`src/assert_macros.svh`:
```
// Assertion macros used by the top level of the SHA-1 byte stream hasher.
// Each macro samples on clk and is disabled while rst_n is low.
`ifndef ASSERT_MACROS_SVH
`define ASSERT_MACROS_SVH

// Same-cycle implication.
`define SBH_ASSERT_NOW(lbl, ante, cons) \
    lbl: assert property (@(posedge clk) disable iff (!rst_n) (ante) |-> (cons)) \
        else $error("sbh check failed");

// Next-cycle implication.
`define SBH_ASSERT_NEXT(lbl, ante, cons) \
    lbl: assert property (@(posedge clk) disable iff (!rst_n) (ante) |=> (cons)) \
        else $error("sbh check failed");

`endif

```
`src/sbh_pkg.sv`:
```
// Package of the SHA-1 byte stream hasher: sizes, round and initial constants,
// controller state types and the command/status structs. No dependencies.
`default_nettype none

package sbh_pkg;

    localparam int WordW      = 32;
    localparam int NumWords   = 5;
    localparam int BlockWords = 16;
    localparam int Rounds     = 80;
    localparam int CountW     = 61;
    localparam int RoundW     = 7;
    localparam int IdxW       = 3;

    typedef logic [WordW-1:0] word_t;

    localparam word_t K0 = 32'h5a827999;
    localparam word_t K1 = 32'h6ed9eba1;
    localparam word_t K2 = 32'h8f1bbcdc;
    localparam word_t K3 = 32'hca62c1d6;

    localparam word_t InitChain [NumWords] = '{
        32'h67452301, 32'hefcdab89, 32'h98badcfe, 32'h10325476, 32'hc3d2e1f0
    };

    localparam logic [7:0] PadByte = 8'h80;

    typedef enum logic [2:0] {
        ST_IDLE,
        ST_PAD,
        ST_LEN,
        ST_LOAD,
        ST_ROUND,
        ST_ADD,
        ST_OUT
    } state_t;

    typedef enum logic [1:0] {
        AFT_DATA,
        AFT_PAD,
        AFT_FINAL
    } after_t;

    typedef struct packed {
        logic place_byte;
        logic place_pad;
        logic place_len;
        logic load_vars;
        logic round_step;
        logic add_chain;
        logic out_step;
        logic restart;
    } cmd_t;

    typedef struct packed {
        logic block_full;
        logic pad_spill;
        logic round_done;
        logic out_done;
    } stat_t;

endpackage

`default_nettype wire

```
`src/sbh_ctrl.sv`:
```
// Controller of the SHA-1 byte stream hasher: input handshake, block and
// padding sequence, digest output. Depends on sbh_pkg.
`default_nettype none

module sbh_ctrl (
    input  wire logic         clk,
    input  wire logic         rst_n,
    input  wire logic         in_valid,
    input  wire logic         byte_present,
    input  wire logic         end_of_message,
    input  wire logic         out_stall,
    input  wire sbh_pkg::stat_t stat,
    output sbh_pkg::cmd_t     cmd,
    output logic              in_stall,
    output logic              out_valid
);
    import sbh_pkg::*;

    state_t state_reg, state_next;
    after_t after_reg, after_next;
    logic   pend_reg, pend_next;
    logic   accept;

    assign accept = in_valid && (state_reg == ST_IDLE);

    always_ff @(posedge clk or negedge rst_n)
    begin
        if (!rst_n)
        begin
            state_reg <= ST_IDLE;
            after_reg <= AFT_DATA;
            pend_reg  <= 1'b0;
        end
        else
        begin
            state_reg <= state_next;
            after_reg <= after_next;
            pend_reg  <= pend_next;
        end
    end

    always_comb
    begin
        state_next = state_reg;
        after_next = after_reg;
        pend_next  = pend_reg;
        unique case (state_reg)
            ST_IDLE:
            begin
                if (accept)
                begin
                    if (byte_present && stat.block_full)
                    begin
                        state_next = ST_LOAD;
                        after_next = AFT_DATA;
                        pend_next  = end_of_message;
                    end
                    else if (end_of_message)
                    begin
                        state_next = ST_PAD;
                    end
                end
            end
            ST_PAD:
            begin
                if (stat.pad_spill)
                begin
                    state_next = ST_LOAD;
                    after_next = AFT_PAD;
                end
                else
                begin
                    state_next = ST_LEN;
                end
            end
            ST_LEN:
            begin
                state_next = ST_LOAD;
                after_next = AFT_FINAL;
            end
            ST_LOAD:
            begin
                state_next = ST_ROUND;
            end
            ST_ROUND:
            begin
                if (stat.round_done)
                begin
                    state_next = ST_ADD;
                end
            end
            ST_ADD:
            begin
                unique case (after_reg)
                    AFT_DATA:  state_next = pend_reg ? ST_PAD : ST_IDLE;
                    AFT_PAD:   state_next = ST_LEN;
                    AFT_FINAL: state_next = ST_OUT;
                    default:   state_next = ST_IDLE;
                endcase
                pend_next = 1'b0;
            end
            ST_OUT:
            begin
                if (!out_stall && stat.out_done)
                begin
                    state_next = ST_IDLE;
                end
            end
            default:
            begin
                state_next = ST_IDLE;
            end
        endcase
    end

    always_comb
    begin
        cmd        = '0;
        in_stall   = 1'b1;
        out_valid  = 1'b0;
        unique case (state_reg)
            ST_IDLE:
            begin
                in_stall       = 1'b0;
                cmd.place_byte = accept && byte_present;
            end
            ST_PAD:
            begin
                cmd.place_pad = 1'b1;
            end
            ST_LEN:
            begin
                cmd.place_len = 1'b1;
            end
            ST_LOAD:
            begin
                cmd.load_vars = 1'b1;
            end
            ST_ROUND:
            begin
                cmd.round_step = 1'b1;
            end
            ST_ADD:
            begin
                cmd.add_chain = 1'b1;
            end
            ST_OUT:
            begin
                out_valid    = 1'b1;
                cmd.out_step = !out_stall;
                cmd.restart  = !out_stall && stat.out_done;
            end
            default:
            begin
                cmd = '0;
            end
        endcase
    end

endmodule

`default_nettype wire

```
`src/sbh_datapath.sv`:
```
// Datapath of the SHA-1 byte stream hasher: block window and schedule,
// round logic, chaining value, byte count and digest word select. Depends on sbh_pkg.
`default_nettype none

module sbh_datapath (
    input  wire logic                        clk,
    input  wire logic                        rst_n,
    input  wire sbh_pkg::cmd_t               cmd,
    input  wire logic [7:0]                  data_byte,
    output sbh_pkg::stat_t                   stat,
    output logic [sbh_pkg::WordW-1:0]        digest_word,
    output logic [sbh_pkg::IdxW-1:0]         word_number,
    output logic                             last_word
);
    import sbh_pkg::*;

    word_t              win_reg   [BlockWords];
    word_t              win_next  [BlockWords];
    word_t              cv_reg    [NumWords];
    word_t              cv_next   [NumWords];
    word_t              v_reg     [NumWords];
    word_t              v_next    [NumWords];
    logic [CountW-1:0]  count_reg, count_next;
    logic [RoundW-1:0]  round_reg, round_next;
    logic [IdxW-1:0]    idx_reg, idx_next;

    logic [5:0]         pos;
    logic [3:0]         slot;
    logic [4:0]         shamt;
    logic [63:0]        bit_len;
    word_t              f_val;
    word_t              k_val;
    word_t              tmp;
    word_t              sched;

    assign pos     = count_reg[5:0];
    assign slot    = pos[5:2];
    assign shamt   = {~pos[1:0], 3'b000};
    assign bit_len = {count_reg, 3'b000};

    always_comb
    begin
        if (round_reg < 7'd20)
        begin
            f_val = (v_reg[1] & v_reg[2]) | (~v_reg[1] & v_reg[3]);
            k_val = K0;
        end
        else if (round_reg < 7'd40)
        begin
            f_val = v_reg[1] ^ v_reg[2] ^ v_reg[3];
            k_val = K1;
        end
        else if (round_reg < 7'd60)
        begin
            f_val = (v_reg[1] & v_reg[2]) | (v_reg[1] & v_reg[3]) | (v_reg[2] & v_reg[3]);
            k_val = K2;
        end
        else
        begin
            f_val = v_reg[1] ^ v_reg[2] ^ v_reg[3];
            k_val = K3;
        end
        tmp   = {v_reg[0][26:0], v_reg[0][31:27]} + f_val + v_reg[4] + k_val + win_reg[0];
        sched = win_reg[13] ^ win_reg[8] ^ win_reg[2] ^ win_reg[0];
    end

    always_comb
    begin
        win_next   = win_reg;
        cv_next    = cv_reg;
        v_next     = v_reg;
        count_next = count_reg;
        round_next = round_reg;
        idx_next   = idx_reg;

        if (cmd.place_byte)
        begin
            win_next[slot] = win_reg[slot] | ({24'h0, data_byte} << shamt);
            count_next     = count_reg + 61'd1;
        end
        if (cmd.place_pad)
        begin
            win_next[slot] = win_reg[slot] | ({24'h0, PadByte} << shamt);
        end
        if (cmd.place_len)
        begin
            win_next[14] = bit_len[63:32];
            win_next[15] = bit_len[31:0];
        end
        if (cmd.load_vars)
        begin
            v_next = cv_reg;
        end
        if (cmd.round_step)
        begin
            v_next[4] = v_reg[3];
            v_next[3] = v_reg[2];
            v_next[2] = {v_reg[1][1:0], v_reg[1][31:2]};
            v_next[1] = v_reg[0];
            v_next[0] = tmp;
            for (int i = 0; i < BlockWords - 1; i++)
            begin
                win_next[i] = win_reg[i+1];
            end
            win_next[BlockWords-1] = {sched[30:0], sched[31]};
            round_next = round_reg + 7'd1;
        end
        if (cmd.add_chain)
        begin
            for (int i = 0; i < NumWords; i++)
            begin
                cv_next[i] = cv_reg[i] + v_reg[i];
            end
            for (int i = 0; i < BlockWords; i++)
            begin
                win_next[i] = '0;
            end
            round_next = '0;
        end
        if (cmd.out_step)
        begin
            idx_next = idx_reg + 3'd1;
        end
        if (cmd.restart)
        begin
            cv_next    = InitChain;
            count_next = '0;
            idx_next   = '0;
        end
    end

    always_ff @(posedge clk or negedge rst_n)
    begin
        if (!rst_n)
        begin
            for (int i = 0; i < BlockWords; i++)
            begin
                win_reg[i] <= '0;
            end
            for (int i = 0; i < NumWords; i++)
            begin
                v_reg[i] <= '0;
            end
            cv_reg    <= InitChain;
            count_reg <= '0;
            round_reg <= '0;
            idx_reg   <= '0;
        end
        else
        begin
            win_reg   <= win_next;
            cv_reg    <= cv_next;
            v_reg     <= v_next;
            count_reg <= count_next;
            round_reg <= round_next;
            idx_reg   <= idx_next;
        end
    end

    assign stat.block_full = &pos;
    assign stat.pad_spill  = (pos >= 6'd56);
    assign stat.round_done = (round_reg == RoundW'(Rounds - 1));
    assign stat.out_done   = (idx_reg == IdxW'(NumWords - 1));

    assign digest_word = cv_reg[idx_reg];
    assign word_number = idx_reg;
    assign last_word   = stat.out_done;

endmodule

`default_nettype wire

```
`src/sha1_byte_stream_hasher.sv`:
```
// SHA-1 byte stream hasher: a message enters one byte per input transaction,
// the 160-bit digest leaves as five 32-bit output transactions.
// Input channel: in_valid/in_stall with data_byte, byte_present and
// end_of_message. A transaction with byte_present low carries no byte; with
// end_of_message high it closes the message (alone, it hashes the empty message).
// Output channel: out_valid/out_stall with digest_word, word_number (0 is the
// most significant word) and last_word, high on word 4.
// A byte that does not fill a block is taken without a stall. The 64th byte of a
// block stalls the input for one load, 80 rounds of the single shared round unit
// and one chaining add. After the closing transaction padding places the pad byte
// and the length and hashes the last block, with an extra block when the message
// length mod 64 is 56 or more, then the five words follow, one per cycle while out_stall is low.
// A stalled output holds its word; no input is taken until word 4 is taken,
// after which the block is ready for the next message.
// Reset loads the initial chaining value, clears the block and the byte count.
// Depends on sbh_pkg, sbh_ctrl, sbh_datapath and assert_macros.svh.
`default_nettype none

`include "assert_macros.svh"

module sha1_byte_stream_hasher (
    input  wire logic                          clk,
    input  wire logic                          rst_n,
    input  wire logic                          in_valid,
    output logic                               in_stall,
    input  wire logic [7:0]                    data_byte,
    input  wire logic                          byte_present,
    input  wire logic                          end_of_message,
    output logic                               out_valid,
    input  wire logic                          out_stall,
    output logic [sbh_pkg::WordW-1:0]          digest_word,
    output logic [sbh_pkg::IdxW-1:0]           word_number,
    output logic                               last_word
);
    import sbh_pkg::*;

    cmd_t  cmd;
    stat_t stat;

    sbh_ctrl u_ctrl (
        .clk            (clk),
        .rst_n          (rst_n),
        .in_valid       (in_valid),
        .byte_present   (byte_present),
        .end_of_message (end_of_message),
        .out_stall      (out_stall),
        .stat           (stat),
        .cmd            (cmd),
        .in_stall       (in_stall),
        .out_valid      (out_valid)
    );

    sbh_datapath u_datapath (
        .clk         (clk),
        .rst_n       (rst_n),
        .cmd         (cmd),
        .data_byte   (data_byte),
        .stat        (stat),
        .digest_word (digest_word),
        .word_number (word_number),
        .last_word   (last_word)
    );

    `SBH_ASSERT_NOW(a_no_input_during_output, out_valid, in_stall)
    `SBH_ASSERT_NEXT(a_digest_ends, out_valid && !out_stall && last_word, !out_valid && !in_stall)
    `SBH_ASSERT_NEXT(a_word_advance, out_valid && !out_stall && !last_word, out_valid && (word_number == $past(word_number) + 3'd1))
    `SBH_ASSERT_NOW(a_last_word_index, out_valid && last_word, word_number == 3'd4)

endmodule

`default_nettype wire
```
`config.mk`:
```
export PLATFORM = sky130hd
export DESIGN_NAME = sha1_byte_stream_hasher
export DESIGN_NICKNAME = d
export VERILOG_FILES = /design/src/sbh_pkg.sv /design/src/sbh_ctrl.sv /design/src/sbh_datapath.sv /design/src/sha1_byte_stream_hasher.sv
export VERILOG_INCLUDE_DIRS = /design/src /design/src/src
export SDC_FILE = /design/constraint.sdc
export NUM_CORES = 2
export LEC_CHECK = 0
export CAP_MARGIN = 30
export CORE_ASPECT_RATIO = 1.4
export CORE_UTILIZATION = 40
export DETAILED_ROUTE_END_ITERATION = 8
export DONT_BUFFER_PORTS = 1
export HOLD_SLACK_MARGIN = 0.06
export SYNTH_ARGS = -nofsm -noshare
export SYNTH_HDL_FRONTEND = slang
export SYNTH_SLANG_ARGS = --single-unit
```
`constraint.sdc`:
```
create_clock -name clk -period 9.8 [get_ports clk]
set_clock_uncertainty 0.1 [all_clocks]
set_input_delay 0.98 -clock clk [delete_from_list [all_inputs] [get_ports clk]]
set_output_delay 0.98 -clock clk [all_outputs]
set_load 0.1 [all_outputs]
```
==> out/metrics.csv <==
metric,value,unit
rsz0062_at_grt,false,
grt_pass1_wl,330100,um
holdCritPathClass,primary input to async pin,
ant_nets,0,
ys_seq_area_share,36.80,%
setup_tns,0,ns
synth-edff-count,0,
cts_tree,built,
antenna_found_initial,5,
grt_pass1_vias,53520,
ff2ff_path_depth,24,
avgRoutedWirePerCell,23.92,um
max_slew_margin,-1.793,%
numPortBuffers,0,
rows,170,
die_x,334.9,um
postCtsResizedCells,0,
multi_input_area,36460,um^2
crit_fanout,12,
drive_above_1_share,9.886,%
layout.nets,7217,
crit_start,u_datapath.round_reg[5]$_DFFE_PN0P_,
hold_viol,0,
die-area,156800,um^2
tightest_slew,1.527,ns
clock_path_buffers,3,
status,"complete, but fails checks",
via_count,54550,
yosys_warnings,0,
crit_type,flop to flop,
critical_path_arrival,7.70,ns
fmax,138.8,MHz
post-cts-setup-buffers,0,
violations,max-slew violations,
io_pins,52,
dp_hpwl,140500,um
synth_area,62080,um^2
slowest_stage,fa_1,
max_stage_delay,0.49,ns
setup_violations,0,
syn2layout_area_growth,9.908,%
layout_min_cycle_time,7.206,ns
drt-pass1-iter-count,6,
clkTransAtPathRegs,0.06,ns
worstPathCellList,a41oi_1 > inv_1 > nor2_1 > clkinv_1 > nand2_1 > nor2_1 > a211oi_1 > fa_1 > inv_1 > fa_1 > fa_1 > inv_1 > ha_1 > a211oi_1 > o21ai_0 > a2111oi_2 > o31ai_1 > buf_4 > a21oi_1 > o21ai_0 > and2_1 > a221oi_1 > xor2_1 > o22ai_1,
htree_num_levels,3,
r2r_setup_slack,2.59,ns
cts_root_buf,clkbuf_16,
finalCritPeriodShare,73.53,%
crit_path_start_kind,flop,
drv_slew,77,
register_area,22870,um^2
drc,0,
synth_cell_types,91,
grt_start_max_net_pins,910,
async_flop_share,100.0,%
synth_flop_cell,dfrtp_1,
largest_reg_flops,512,
drt_iter0_drc,4743,
crit_required,10.30,ns
cp-endpoint,u_datapath.v_reg[158]$_DFFE_PN0P_,
synth_seq_cells,909,
core-area,153600,um^2
track_usage,27.20,%
syn_nets,7481,
avgViaCountPerCell,6.063,
cts-buffers-inserted,101,
crit_path_end_kind,flop,
clk_latency,0.79,ns
fillerInstances,14940,
worstReg2RegStart,u_datapath.round_reg[5]$_DFFE_PN0P_,
maxCapViolCount,0,
routed_wirelength,215200,um
gp_congestion,0.9247,
clock-sinks,909,
initial_core_util,40.42,%
die_y,468.1,um
rr_endpoint,u_datapath.v_reg[158]$_DFFE_PN0P_,
syn_inst,7113,
gr-total-overflow,0,
synth.avg_cell_area,8.727,um^2
## per-layer routing
metal	global-route usage (%)	vias up	part of all wire, %
li1	-	24790	-
met4	13.64	6	5.1
met1	33.97	27380	40
met5	0	-	0.018
met2	46.26	1932	49
met3	3.340	446	5.9
## per-stage QoR
stage	instances	util (%)	worst slack [ns]	hold WS [ns]	area, um^2
6_report	8997	44.43	2.594	0.06001	68230
5_1_grt	8996	44.43	2.080	0.07873	68230
4_1_cts	8985	44.29	2.508	-0.1205	68020
3_5_place_dp	8802	42.05	2.586	0.4040	64580
3_3_place_gp	8756	41.50	2.616	0.3863	63730
2_1_floorplan	7113	-	3.732	0.3620	62080
## how the worst min path moves through the flow
stage,startpoint,to,slack [ns],cells past startpoint
after global placement,u_datapath.cv_reg[95]$_DFFE_PN1P_,u_datapath.cv_reg[95]$_DFFE_PN1P_,0.39,2
after global routing,rst_n,u_datapath.cv_reg[102]$_DFFE_PN0P_,0.08,1
final,rst_n,u_datapath.cv_reg[102]$_DFFE_PN0P_,0.06,1
after detailed placement,u_datapath.cv_reg[95]$_DFFE_PN1P_,u_datapath.cv_reg[95]$_DFFE_PN1P_,0.40,2
after floorplan,u_datapath.cv_reg[95]$_DFFE_PN1P_,u_datapath.cv_reg[95]$_DFFE_PN1P_,0.36,2
after CTS,rst_n,u_datapath.cv_reg[102]$_DFFE_PN0P_,-0.12,0
## critical path, delay by kind of cell (launching register included)
kind | cells | cell delay, ns
DFF | 1 | 0.47
adders and majority gates | 4 | 1.60
xor gates and xnor gates | 1 | 0.18
AOI/OAI and AO/OA | 10 | 2.99
buffers and inverters | 5 | 0.75
and+or+nand+nor | 4 | 0.94
## kinds of logic (layout without fill, tap and decap cells)
group                      Yosys count  count (layout)  synth area share (%)
AOI/OAI and AO/OA                 2170            2170                 21.56
xor gates and xnor gates           304             304                 4.289
adders and majority gates          354             354                 8.635
buffers and inverters              774             590                 4.968
DFF                                909             909                 36.80
muxes                              256             256                 7.998
other                                0               4                     0
and+or+nand+nor                   2346            2346                 15.74
## area by class of cell
type / count / area share [%]
Inverter: 247 / 1.363
Antenna cell: 4 / 0.01467
Multi-Input combinational cell: 5430 / 53.44
Timing Repair Buffer: 160 / 2.824
Sequential cell: 909 / 33.52
Clock buffer: 158 / 4.341
Tap cell: 2064 / 3.785
Clock inverter: 25 / 0.7060
## layout by cell type (no fill, tap or decap), drive strengths merged, types with 18 or more instances in the layout
cell type  synthesis  layout
a211oi            37      37
a21o              85      85
a21oi            738     738
a221oi            52      52
a31oi            151     151
and3              39      39
buf              112     159
clkbuf           415     159
dfrtp            829     829
dfstp             80      80
fa               124     124
ha               230     230
inv              244     246
mux2i             64      64
mux4             192     192
nand2           1401    1401
nand2b            29      29
nand3            105     105
nand4             30      30
nor2             542     542
nor2b             50      50
nor3              68      68
o211ai           466     466
o21a              25      25
o21ai            425     425
o21bai            26      26
o22ai             38      38
o31ai             18      18
o32ai             21      21
or3               22      22
xnor2            172     172
xor2             132     132
## synth_stat cells, types with 103 or more instances
master | instances | area [um^2]
nand2_1 | 1401 | 5259
dfrtp_1 | 829 | 20740
a21oi_1 | 734 | 3674
nor2_1 | 540 | 2027
o211ai_1 | 466 | 3498
o21ai_0 | 418 | 2092
clkbuf_1 | 415 | 1558
inv_1 | 243 | 912.1
ha_1 | 230 | 2878
mux4_2 | 192 | 4324
xnor2_1 | 172 | 1506
a31oi_1 | 151 | 944.7
xor2_1 | 132 | 1156
fa_1 | 124 | 2482
nand3_1 | 103 | 515.5
Power is left out: the tool's default activity adds up to more than one toggle a clock period on the data nets, which glitch-free logic cannot reach.
